### src/rtl/core/asc_pkg.sv
package asc_pkg;

  // Number of controller ports with a stored held word.
  localparam int PORT_COUNT = 2;
  localparam int PORT_W     = 1;

  localparam int CFG_IDX_W  = 2;
  localparam int CFG_DATA_W = 7;

  localparam logic [CFG_DATA_W-1:0] DEAD_ZONE_RESET     = 7'd8;
  localparam logic [CFG_DATA_W-1:0] CENTER_OFFSET_RESET = 7'd6;
  localparam logic [CFG_DATA_W-1:0] RADIUS_LIMIT_RESET  = 7'd64;

  // Bit-serial steps of the shared compare-subtract unit.
  localparam int DIV_STEPS  = 30;
  localparam int SQRT_STEPS = 15;
  localparam int CNT_W      = 5;

  typedef enum logic [CFG_IDX_W-1:0] {
    REG_DEAD_ZONE     = 2'd0,
    REG_CENTER_OFFSET = 2'd1,
    REG_RADIUS_LIMIT  = 2'd2
  } reg_idx_t;

  typedef enum logic [3:0] {
    S_IDLE,
    S_MUL_XX,
    S_MUL_YY,
    S_MUL_LL,
    S_DECIDE,
    S_MUL_P,
    S_MUL_PP,
    S_DIV,
    S_SQRT,
    S_DONE
  } state_t;

  typedef struct packed {
    logic [PORT_W-1:0] port;
    logic              present;
    logic signed [7:0] raw_x;
    logic signed [7:0] raw_y;
    logic [15:0]       buttons;
  } asc_in_t;

  typedef struct packed {
    logic signed [15:0] stick_x;
    logic signed [15:0] stick_y;
    logic [14:0]        magnitude;
    logic [15:0]        pressed;
    logic [15:0]        held;
  } asc_out_t;

endpackage

### src/rtl/core/analog_stick_conditioner_top.sv
// Analog stick conditioner. Each input transaction is one gamepad sample for one port; it yields
// exactly one result transaction with dead-zoned, offset and radially clamped stick axes in Q.8,
// the vector length, and the newly pressed and held button words. One item is worked on at a
// time by a small sequencer around a shared 14x14 multiplier and a bit-serial compare-subtract
// unit that does both division and square root. A sample inside the radius limit, or from an
// absent controller, goes through three multiply steps, one compare step and 15 square-root
// steps before its result is loaded into the output register; a clamped sample instead follows
// the compare step with two multiply steps, a 30-step division and a 15-step square root for
// each axis. A new sample is accepted while the previous result still waits in the output
// register. Configuration registers are always ready; the radius limit is read while a
// sample is being worked on, so they should only be written between samples.
module analog_stick_conditioner_top (
  input  logic                                clk,
  input  logic                                rst_n,
  input  logic                                in_valid,
  output logic                                in_ready,
  input  asc_pkg::asc_in_t                    in_data,
  output logic                                out_valid,
  input  logic                                out_ready,
  output asc_pkg::asc_out_t                   out_data,
  input  logic                                cfg_valid,
  output logic                                cfg_ready,
  input  logic [asc_pkg::CFG_IDX_W-1:0]       cfg_index,
  input  logic [asc_pkg::CFG_DATA_W-1:0]      cfg_data
);

  asc_pkg::state_t state_r, state_nxt;

  logic [6:0]  dead_zone_r, center_offset_r, radius_limit_r;
  logic [15:0] prev_held_r [asc_pkg::PORT_COUNT];

  logic [7:0]  ax_r, ay_r;
  logic        nx_r, ny_r;
  logic [15:0] pressed_r, held_r;
  logic [15:0] len_r;
  logic [13:0] limsq_r;
  logic        clamp_r;
  logic        axis_r;
  logic [13:0] p_r;
  logic [16:0] rem_r;
  logic [14:0] root_r;
  logic [29:0] work_r;
  logic [asc_pkg::CNT_W-1:0] cnt_r;
  logic [14:0] qx_r, qy_r, mag_r;

  logic              out_valid_r;
  asc_pkg::asc_out_t out_data_r;

  logic        in_fire;
  logic        port_ok;
  logic [15:0] held_in;
  logic [15:0] prev_in;
  logic [7:0]  axis_mag;
  logic [13:0] mul_a, mul_b;
  logic [27:0] prod;
  logic [18:0] sub_a, sub_b;
  logic [19:0] diff;
  logic        ge;
  logic        div_last, sqrt_last, out_load;

  function automatic logic [7:0] cond_axis(input logic [7:0] raw, input logic [6:0] dz,
                                           input logic [6:0] co);
    logic [7:0] a;
    a = raw[7] ? (8'd0 - raw) : raw;
    if (a == 8'd0 || a < {1'b0, dz} || {1'b0, co} >= a) begin
      return 8'd0;
    end
    return a - {1'b0, co};
  endfunction

  assign in_ready  = (state_r == asc_pkg::S_IDLE);
  assign in_fire   = in_valid && in_ready;
  assign cfg_ready = 1'b1;
  assign out_valid = out_valid_r;
  assign out_data  = out_data_r;

  assign port_ok = (32'(in_data.port) < asc_pkg::PORT_COUNT);
  assign held_in = in_data.present ? in_data.buttons : 16'd0;
  assign prev_in = port_ok ? prev_held_r[in_data.port] : 16'd0;

  assign axis_mag  = axis_r ? ay_r : ax_r;
  assign div_last  = (cnt_r == asc_pkg::CNT_W'(asc_pkg::DIV_STEPS - 1));
  assign sqrt_last = (cnt_r == asc_pkg::CNT_W'(asc_pkg::SQRT_STEPS - 1));
  assign out_load  = (state_r == asc_pkg::S_DONE) && (!out_valid_r || out_ready);

  // Shared multiplier operand selection.
  always_comb begin
    mul_a = 14'd0;
    mul_b = 14'd0;
    case (state_r)
      asc_pkg::S_MUL_XX: begin
        mul_a = {6'd0, ax_r};
        mul_b = {6'd0, ax_r};
      end
      asc_pkg::S_MUL_YY: begin
        mul_a = {6'd0, ay_r};
        mul_b = {6'd0, ay_r};
      end
      asc_pkg::S_MUL_LL: begin
        mul_a = {7'd0, radius_limit_r};
        mul_b = {7'd0, radius_limit_r};
      end
      asc_pkg::S_MUL_P: begin
        mul_a = {6'd0, axis_mag};
        mul_b = {7'd0, radius_limit_r};
      end
      asc_pkg::S_MUL_PP: begin
        mul_a = p_r;
        mul_b = p_r;
      end
      default: begin
        mul_a = 14'd0;
        mul_b = 14'd0;
      end
    endcase
  end

  assign prod = 28'(mul_a) * 28'(mul_b);

  // Shared compare-subtract: one quotient bit or one root bit per cycle.
  always_comb begin
    if (state_r == asc_pkg::S_DIV) begin
      sub_a = {2'b00, rem_r[15:0], work_r[29]};
      sub_b = {3'b000, len_r};
    end else begin
      sub_a = {rem_r, work_r[29:28]};
      sub_b = {2'b00, root_r, 2'b01};
    end
  end

  assign diff = {1'b0, sub_a} - {1'b0, sub_b};
  assign ge   = !diff[19];

  always_comb begin
    state_nxt = state_r;
    unique case (state_r)
      asc_pkg::S_IDLE:   if (in_fire) state_nxt = asc_pkg::S_MUL_XX;
      asc_pkg::S_MUL_XX: state_nxt = asc_pkg::S_MUL_YY;
      asc_pkg::S_MUL_YY: state_nxt = asc_pkg::S_MUL_LL;
      asc_pkg::S_MUL_LL: state_nxt = asc_pkg::S_DECIDE;
      asc_pkg::S_DECIDE: begin
        state_nxt = (len_r > {2'b00, limsq_r}) ? asc_pkg::S_MUL_P : asc_pkg::S_SQRT;
      end
      asc_pkg::S_MUL_P:  state_nxt = asc_pkg::S_MUL_PP;
      asc_pkg::S_MUL_PP: state_nxt = asc_pkg::S_DIV;
      asc_pkg::S_DIV:    if (div_last) state_nxt = asc_pkg::S_SQRT;
      asc_pkg::S_SQRT: begin
        if (sqrt_last) begin
          state_nxt = (clamp_r && !axis_r) ? asc_pkg::S_MUL_P : asc_pkg::S_DONE;
        end
      end
      asc_pkg::S_DONE:   if (out_load) state_nxt = asc_pkg::S_IDLE;
      default:           state_nxt = asc_pkg::S_IDLE;
    endcase
  end

  always_ff @(posedge clk) begin
    if (!rst_n) begin
      state_r <= asc_pkg::S_IDLE;
    end else begin
      state_r <= state_nxt;
    end
  end

  always_ff @(posedge clk) begin
    if (!rst_n) begin
      dead_zone_r     <= asc_pkg::DEAD_ZONE_RESET;
      center_offset_r <= asc_pkg::CENTER_OFFSET_RESET;
      radius_limit_r  <= asc_pkg::RADIUS_LIMIT_RESET;
    end else if (cfg_valid) begin
      unique case (cfg_index)
        asc_pkg::REG_DEAD_ZONE:     dead_zone_r     <= cfg_data;
        asc_pkg::REG_CENTER_OFFSET: center_offset_r <= cfg_data;
        asc_pkg::REG_RADIUS_LIMIT:  radius_limit_r  <= cfg_data;
        default: ;
      endcase
    end
  end

  always_ff @(posedge clk) begin
    if (!rst_n) begin
      prev_held_r <= '{default: 16'd0};
    end else if (in_fire && port_ok) begin
      prev_held_r[in_data.port] <= held_in;
    end
  end

  always_ff @(posedge clk) begin
    if (!rst_n) begin
      out_valid_r <= 1'b0;
    end else if (out_load) begin
      out_valid_r <= 1'b1;
    end else if (out_ready) begin
      out_valid_r <= 1'b0;
    end
  end

  // Datapath registers.
  always_ff @(posedge clk) begin
    unique case (state_r)
      asc_pkg::S_IDLE: begin
        if (in_fire) begin
          ax_r      <= in_data.present ?
                       cond_axis(in_data.raw_x, dead_zone_r, center_offset_r) : 8'd0;
          ay_r      <= in_data.present ?
                       cond_axis(in_data.raw_y, dead_zone_r, center_offset_r) : 8'd0;
          nx_r      <= in_data.raw_x[7];
          ny_r      <= in_data.raw_y[7];
          held_r    <= held_in;
          pressed_r <= held_in & ~prev_in;
          axis_r    <= 1'b0;
        end
      end
      asc_pkg::S_MUL_XX: len_r <= prod[15:0];
      asc_pkg::S_MUL_YY: len_r <= len_r + prod[15:0];
      asc_pkg::S_MUL_LL: limsq_r <= prod[13:0];
      asc_pkg::S_DECIDE: begin
        clamp_r <= (len_r > {2'b00, limsq_r});
        // The unclamped length is below 2^14, so its Q.16 square fits the radicand.
        rem_r   <= 17'd0;
        root_r  <= 15'd0;
        work_r  <= {len_r[13:0], 16'd0};
        cnt_r   <= '0;
      end
      asc_pkg::S_MUL_P: p_r <= prod[13:0];
      asc_pkg::S_MUL_PP: begin
        // The quotient stays below 2^30, so the top bits start as the partial remainder.
        rem_r  <= {3'b000, prod[27:14]};
        work_r <= {prod[13:0], 16'd0};
        cnt_r  <= '0;
      end
      asc_pkg::S_DIV: begin
        work_r <= {work_r[28:0], ge};
        if (div_last) begin
          rem_r  <= 17'd0;
          root_r <= 15'd0;
          cnt_r  <= '0;
        end else begin
          rem_r <= ge ? diff[16:0] : sub_a[16:0];
          cnt_r <= cnt_r + asc_pkg::CNT_W'(1);
        end
      end
      asc_pkg::S_SQRT: begin
        rem_r  <= ge ? diff[16:0] : sub_a[16:0];
        root_r <= {root_r[13:0], ge};
        work_r <= {work_r[27:0], 2'b00};
        cnt_r  <= cnt_r + asc_pkg::CNT_W'(1);
        if (sqrt_last) begin
          if (!clamp_r) begin
            qx_r  <= {ax_r[6:0], 8'd0};
            qy_r  <= {ay_r[6:0], 8'd0};
            mag_r <= {root_r[13:0], ge};
          end else if (!axis_r) begin
            qx_r   <= {root_r[13:0], ge};
            axis_r <= 1'b1;
          end else begin
            qy_r  <= {root_r[13:0], ge};
            mag_r <= {radius_limit_r, 8'd0};
          end
        end
      end
      asc_pkg::S_DONE: begin
        if (out_load) begin
          out_data_r.stick_x   <= nx_r ? (16'd0 - {1'b0, qx_r}) : {1'b0, qx_r};
          out_data_r.stick_y   <= ny_r ? (16'd0 - {1'b0, qy_r}) : {1'b0, qy_r};
          out_data_r.magnitude <= mag_r;
          out_data_r.pressed   <= pressed_r;
          out_data_r.held      <= held_r;
        end
      end
      default: ;
    endcase
  end

  logic [15:0] abs_x, abs_y;
  assign abs_x = out_data_r.stick_x[15] ? (16'd0 - out_data_r.stick_x) : out_data_r.stick_x;
  assign abs_y = out_data_r.stick_y[15] ? (16'd0 - out_data_r.stick_y) : out_data_r.stick_y;

  a_busy_after_accept: assert property (@(posedge clk) disable iff (!rst_n)
    in_fire |=> !in_ready)
    else $error("input accepted twice without finishing the first item");

  a_div_nonzero: assert property (@(posedge clk) disable iff (!rst_n)
    state_r == asc_pkg::S_DIV |-> len_r != 16'd0)
    else $error("division started with a zero vector length");

  a_axis_within_length: assert property (@(posedge clk) disable iff (!rst_n)
    out_valid_r |-> (abs_x <= {1'b0, out_data_r.magnitude})
                 && (abs_y <= {1'b0, out_data_r.magnitude}))
    else $error("an axis exceeds the reported vector length");

  a_mag_clamped: assert property (@(posedge clk) disable iff (!rst_n)
    out_valid_r |-> out_data_r.magnitude <= {radius_limit_r, 8'd0})
    else $error("magnitude exceeds the radius limit");

  a_pressed_in_held: assert property (@(posedge clk) disable iff (!rst_n)
    out_valid_r |-> (out_data_r.pressed & ~out_data_r.held) == 16'd0)
    else $error("a pressed button is not held");

endmodule

### config.mk
export PLATFORM = sky130hd
export DESIGN_NAME = analog_stick_conditioner_top
export DESIGN_NICKNAME = d
export VERILOG_FILES = /design/src/rtl/core/asc_pkg.sv /design/src/rtl/core/analog_stick_conditioner_top.sv
export SDC_FILE = /design/constraint.sdc
export NUM_CORES = 1
export LEC_CHECK = 0
export BUFFER_PORTS_ARGS = -buffer_cell sky130_fd_sc_hd__buf_2
export CAP_MARGIN = 10
export CORE_UTILIZATION = 55
export CTS_BUF_LIST = sky130_fd_sc_hd__clkbuf_4 sky130_fd_sc_hd__clkbuf_8
export CTS_CLUSTER_DIAMETER = 150
export DETAILED_ROUTE_END_ITERATION = 10
export PLACE_DENSITY = 0.81
export SLEW_MARGIN = 30
export SYNTH_ARGS = -nofsm -noshare
export SYNTH_HDL_FRONTEND = slang
export SYNTH_SLANG_ARGS = --single-unit
### constraint.sdc
create_clock -name clk -period 21.1 [get_ports clk]
set_clock_uncertainty 0.05 [all_clocks]
set_input_delay 2.11 -clock clk [delete_from_list [all_inputs] [get_ports clk]]
set_output_delay 2.11 -clock clk [all_outputs]
set_load 0.05 [all_outputs]
==> flow_summary.json, run 1 <==
{
  "hold_slack_ps": 368,
  "rsz0062_at_grt": "false",
  "rrSetupSlack_ps": 12010,
  "grt.total_usage": 0.259,
  "die_h_um": 208,
  "avgSynthCellArea_um2": 10.5,
  "yosysTopAreaCell": "edfxtp_1",
  "num_rows": 75,
  "worstRegToRegCells": 29,
  "critical_path.max_fanout": 21,
  "fin_crit_sh": 0.431,
  "cpPeakStageDelay_ps": 900,
  "start_kind": "flop",
  "synth_ff_type": "edfxtp_1",
  "ys_async_sr_fraction": 0,
  "dp_hpwl_mm": 42.4,
  "grt_max_degree": 80,
  "finalPower_w": 0.00187,
  "synth_cell_types": 75,
  "drive_above_1_share": 0.114,
  "most-common-layout-cells": "291 x nand2_1, 287 x edfxtp_1, 266 x inv_1",
  "post_dp_cell_area_um2": 24600,
  "finalMaxSlewViolations": 0,
  "synth_edf_count": 287,
  "cts_max_level": 2,
  "syn_area_um2": 23400,
  "setup-tns-final_ps": 0,
  "cts_max_path_buffers": 3,
  "ir_worst_vdd_v": 0.0000602,
  "final_cell_area_um2": 25800,
  "drt_iter0_drc": 1838,
  "num-fill-cells": 3258,
  "yosysWarnings": 0,
  "wl_per_cell_um": 19.0,
  "initial_core_util": 0.558,
  "ctsResizeCount": 0,
  "setup-violations-final": 0,
  "cp_data_arrival_time_ps": 9400,
  "overflow": 0,
  "min_period_ps": 9090,
  "grt_pass1_vias": 17000,
  "cts_sinks": 345,
  "syn_inst": 2235,
  "whs_endpoint": "out_data[29]",
  "num-nets-final": 2728,
  "design.core.area_um2": 41900,
  "drt-total-wl_mm": 55.9,
  "portBuffers": 128,
  "synth.top_cell.area_share": 0.368,
  "max-cap-violations": 0,
  "synth_seq_area_share": 0.418,
  "viasPerCell": 5.80,
  "status": "finished clean",
  "cpMostUsedCell": "fa_1",
  "rr_startpoint": "state_r[3]",
  "dr_wl_met3_mm": 4.52,
  "fmax_mhz": 110,
  "cp-end-kind": "flop",
  "postCtsSetupRepairBufs": 0,
  "leakage_nw": 11.2,
  "die_area_um2": 43400,
  "hold_buffers": 0,
  "rr_endpoint": "len_r[14]",
  "place_congestion": 0.956,
  "clkTransAtPathRegs_ps": 60,
  "synth-seq-cells": 345,
  "area_growth_pct": 10.2,
  "hold_class": "flop to flop",
  "io_pins": 130,
  "cts_buffers": 52,
  "timing_hold_violations_final": 0,
  "final_common_cell": "nand2_1",
  "grt_pass1_wl_mm": 89.2,
  "hold_depth": 0,
  "path_class": "flop to flop",
  "die_width_um": 208,
  "top_layer": "met4",
  "required_ps": 21410,
  "worst_pin_slew_ps": 986,
  "placed_cells_incl_taps": 2844,
  "final_antenna_net_count": 0,
  "cts_tree": "done",
  "synth.area.top_cells": "edfxtp_1 37%, fa_1 12%, ha_1 9.5%",
  "slowest_stage": "a221oi_2",
  "wl_met1_mm": 23.1,
  "antenna_found_initial": 0,
  "final_cells": 2944,
  "root_buffer": "clkbuf_8",
  "drc": 0,
  "relSlewSlack": 0.341,
  "clock_latency_ps": 620,
  "synth_fp_nets": 2603,
  "min_from": "pressed_r[13]",
  "vias": 17100,
  "power_density_nw_per_um2": 72.6,
  "drtPass1Iterations": 6,
  "wl_met2_mm": 26.4
}
## layer usage
| layer | global-route usage | up-vias |
|---|---|---|
| met2 | 0.428 | 764 |
| met3 | 0.0421 | 153 |
| met4 | 0.0966 | 0 |
| met5 | 0 | - |
| met1 | 0.343 | 8223 |
| li1 | - | 7926 |
## Yosys cell counts, types with 16 or more instances
cell / count
fa_1: 143
o31ai_1: 16
xnor2_1: 67
mux2i_1: 54
a211oi_1: 23
inv_1: 267
or3_1: 16
nand2b_1: 32
a21o_1: 39
dfxtp_1: 58
and3_1: 26
a21oi_1: 59
edfxtp_1: 287
a21boi_0: 19
and2_1: 48
o21a_1: 18
ha_1: 177
nand2_1: 292
o21ai_0: 95
nor2_1: 134
clkbuf_1: 64
xor2_1: 28
nor3_1: 21
nor2b_1: 61
a22o_1: 16
## cells by family (layout without fill, tap and decap cells)
| family | Yosys count | after routing | synth area share |
|---|---|---|---|
| AO/OA/AOI/OAI | 389 | 389 | 0.112 |
| adder cells (fa/ha/maj) | 320 | 320 | 0.217 |
| flip-flops | 345 | 345 | 0.418 |
| buffers and inverters | 347 | 516 | 0.0564 |
| XOR/XNOR | 95 | 95 | 0.0355 |
| multiplexers | 62 | 62 | 0.0271 |
| AND/OR/NAND/NOR | 675 | 675 | 0.134 |
| other | 2 | 3 | 0.000321 |
## report_power, final
| group | total [W] | leakage [nW] | internal (W) | switching, W |
|---|---|---|---|---|
| clock network | 0.000610 | 0.612 | 0.000342 | 0.000268 |
| logic | 0.000427 | 7.42 | 0.000158 | 0.000270 |
| registers | 0.000836 | 3.13 | 0.000797 | 0.0000391 |
| total | 0.00187 | 11.2 | 0.00130 | 0.000577 |
## area by class of cell
type	instances	area [um^2]	share of cell area
sequential	345	9780	0.379
clock buffer	69	850	0.0329
clock inverter	29	315	0.0122
tap	539	674	0.0261
multi-input combinational	1543	12400	0.479
timing repair buffer	148	796	0.0308
antenna	1	2.50	0.0000970
inverter	270	1020	0.0394
## through the flow
step / utilization / setup slack (ps)
floorplan: - / 12880
global placement: 0.586 / 12310
detailed placement: 0.587 / 11980
CTS: 0.615 / 11960
global route: 0.615 / 11430
finish: 0.615 / 12010
## sequential cells by signal (all words and copies together), names as in the netlist, 4 cells and up
register and cells:
out_data 79, prev_held_r 32, work_r 30, rem_r 17
held_r 16, len_r 16, pressed_r 16, mag_r 15
qx_r 15, qy_r 15, root_r 15, limsq_r 14
p_r 14, ax_r 8, ay_r 8, center_offset_r 7
dead_zone_r 7, radius_limit_r 7, cnt_r 5, state_r 4
## worst max path at each step
stage / startpoint / to / cells after the start
after floorplan: out_ready / out_data[0] / 2
after global placement: state_r[3] / len_r[14] / 25
after detailed placement: state_r[3] / len_r[14] / 25
after CTS: state_r[3] / len_r[14] / 25
after global routing: state_r[3] / len_r[14] / 25
final: state_r[3] / len_r[14] / 29
## worst max-delay path: cells and delay by family (launching register included)
family	cells	cell delay, ps
mux	1	250
compound gates	7	1750
simple gates	6	1420
fa+ha+maj	8	3370
xor+xnor	2	460
flops	1	600
buf+inv	5	950
Note: power is estimated with default switching activity, not from simulation.
==> run 2: changes to the inputs <==
- PLACE_DENSITY: 0.81 -> 0.84
- clock period: 21.1 -> 7.3 ns (I/O delays scaled with it)
==> run 2 against run 1 <==
Effect of this change: the flow now finishes with violations (setup timing); clock power grew to 3.0 times the previous value; routed wire length grew 8.5%; utilization up 5.4 points; combinational power increased to 4.1 times the previous value; flip-flop and latch count is the same; largest cell class unchanged; critical path type unchanged; global-route usage increased by 1.6 points.
==> flow_summary.json, run 2 (synthesis results as in run 1) <==
{
  "hold_class": "flop to flop",
  "timing_hold_violations_final": 0,
  "slowest_stage": "fa_1",
  "placed_cells_incl_taps": 3011,
  "relSlewSlack": 0.340,
  "cts_max_path_buffers": 3,
  "num_rows": 75,
  "viasPerCell": 5.70,
  "post_dp_cell_area_um2": 26000,
  "final_cells": 3154,
  "wl_per_cell_um": 19.2,
  "pre_cts_ws_ps": -306,
  "root_buffer": "clkbuf_8",
  "die_area_um2": 43400,
  "grt.total_usage": 0.275,
  "grt_pass1_vias": 18100,
  "io_pins": 130,
  "place_congestion": 0.956,
  "design.core.area_um2": 41900,
  "ff_latch_area_um2": 9790,
  "cpMostUsedCell": "fa_1",
  "dp_hpwl_mm": 45.5,
  "ir_worst_vdd_v": 0.000151,
  "cts_tree": "done",
  "final_cell_area_um2": 28100,
  "finalPower_w": 0.00596,
  "cts_sinks": 345,
  "most-common-layout-cells": "287 x edfxtp_1, 284 x nand2_1, 258 x inv_1",
  "cp_data_arrival_time_ps": 7680,
  "antenna_found_initial": 1,
  "cts_buffers": 53,
  "violations": "setup timing",
  "overflow": 0,
  "initial_core_util": 0.558,
  "vias": 18000,
  "critical_path.max_fanout": 5,
  "required_ps": 7630,
  "drc": 0,
  "cts_max_level": 2,
  "cpPeakStageDelay_ps": 570,
  "clock_latency_ps": 640,
  "max-cap-violations": 0,
  "multi_input_area_um2": 12900,
  "status": "finished with violations",
  "num-nets-final": 2938,
  "grt_max_degree": 80,
  "min_period_ps": 7350,
  "rsz0062_at_grt": "true",
  "clkTransAtPathRegs_ps": 60,
  "setup_slack_ps": -46.5,
  "drt_iter0_drc": 1557,
  "final_common_cell": "edfxtp_1",
  "die_h_um": 208,
  "fin_crit_sh": 1.01,
  "worst_pin_slew_ps": 980,
  "setup-violations-final": 2,
  "largest_register_ffs": 79,
  "leakage_nw": 12.3,
  "drt-total-wl_mm": 60.7,
  "cp-end-kind": "flop",
  "grt_pass1_wl_mm": 94.3,
  "num-fill-cells": 2943,
  "antenna_cells": 0,
  "power_density_nw_per_um2": 212,
  "path_class": "flop to flop",
  "portBuffers": 128,
  "die_width_um": 208,
  "start_kind": "flop",
  "final_antenna_net_count": 0,
  "finalMaxSlewViolations": 0,
  "drive_above_1_share": 0.224,
  "area_growth_pct": 19.9,
  "fmax_mhz": 136,
  "drtPass1Iterations": 9
}
run 2: metal layers:
layer	vias to the layer above	wire, um	global-route usage
met2	755	29400	0.462
met5	-	0	0
met1	8738	24700	0.363
met3	151	4470	0.0420
li1	8341	-	-
met4	0	2030	0.0937
run 2: worst paths after layout:
kind / from / end / slack, ps / cells past startpoint
max reg2reg: state_r[0] / len_r[14] / -50 / 29
min: pressed_r[0] / out_data[16] / 350 / 0
min reg2reg: pressed_r[0] / out_data[16] / 350 / 0
max: state_r[0] / len_r[14] / -50 / 29
run 2: per-stage QoR:
| stage | setup TNS (ps) | hold WS, ps | util |
|---|---|---|---|
| finish | -82.5 | 350 | 0.669 |
| global route | -1460 | 340 | 0.669 |
| CTS | 0 | 323 | 0.655 |
| detailed placement | -1850 | 355 | 0.619 |
| global placement | -588 | 352 | 0.619 |
| floorplan | -0.503 | 350 | - |
run 2: area by class of cell:
type                    instances  share of cell area
clock buffers                  66              0.0304
clock inverters                34              0.0123
inverters                     270              0.0363
multi-input cells            1543               0.461
flip-flops and latches        345               0.349
well taps                     539              0.0240
repair buffers                357              0.0873
run 2: timing repair:
action                                  in CTS  in global routing
pin swaps                                   20                 79
setup buffers                               18                 27
cloned                                       0                  1
hold buffers                                 0                  0
resized for setup                           42                 91
endpoints found under the setup margin      10                 18
run 2: worst max-delay path, delay by kind of cell, from the launching register on:
family          cells  cell delay [ps]
fa+ha+maj           8             3490
flops               1              330
xor+xnor            1               80
compound gates      4              920
simple gates        8             1230
buf+inv             7              760
mux                 1              250
run 2: power by group:
group | total (W) | leakage [nW] | internal [W] | switching (W)
sequential | 0.00242 | 3.13 | 0.00231 | 0.000112
clock | 0.00180 | 0.634 | 0.00100 | 0.000797
combinational | 0.00174 | 8.52 | 0.000788 | 0.000956
total | 0.00596 | 12.3 | 0.00409 | 0.00186
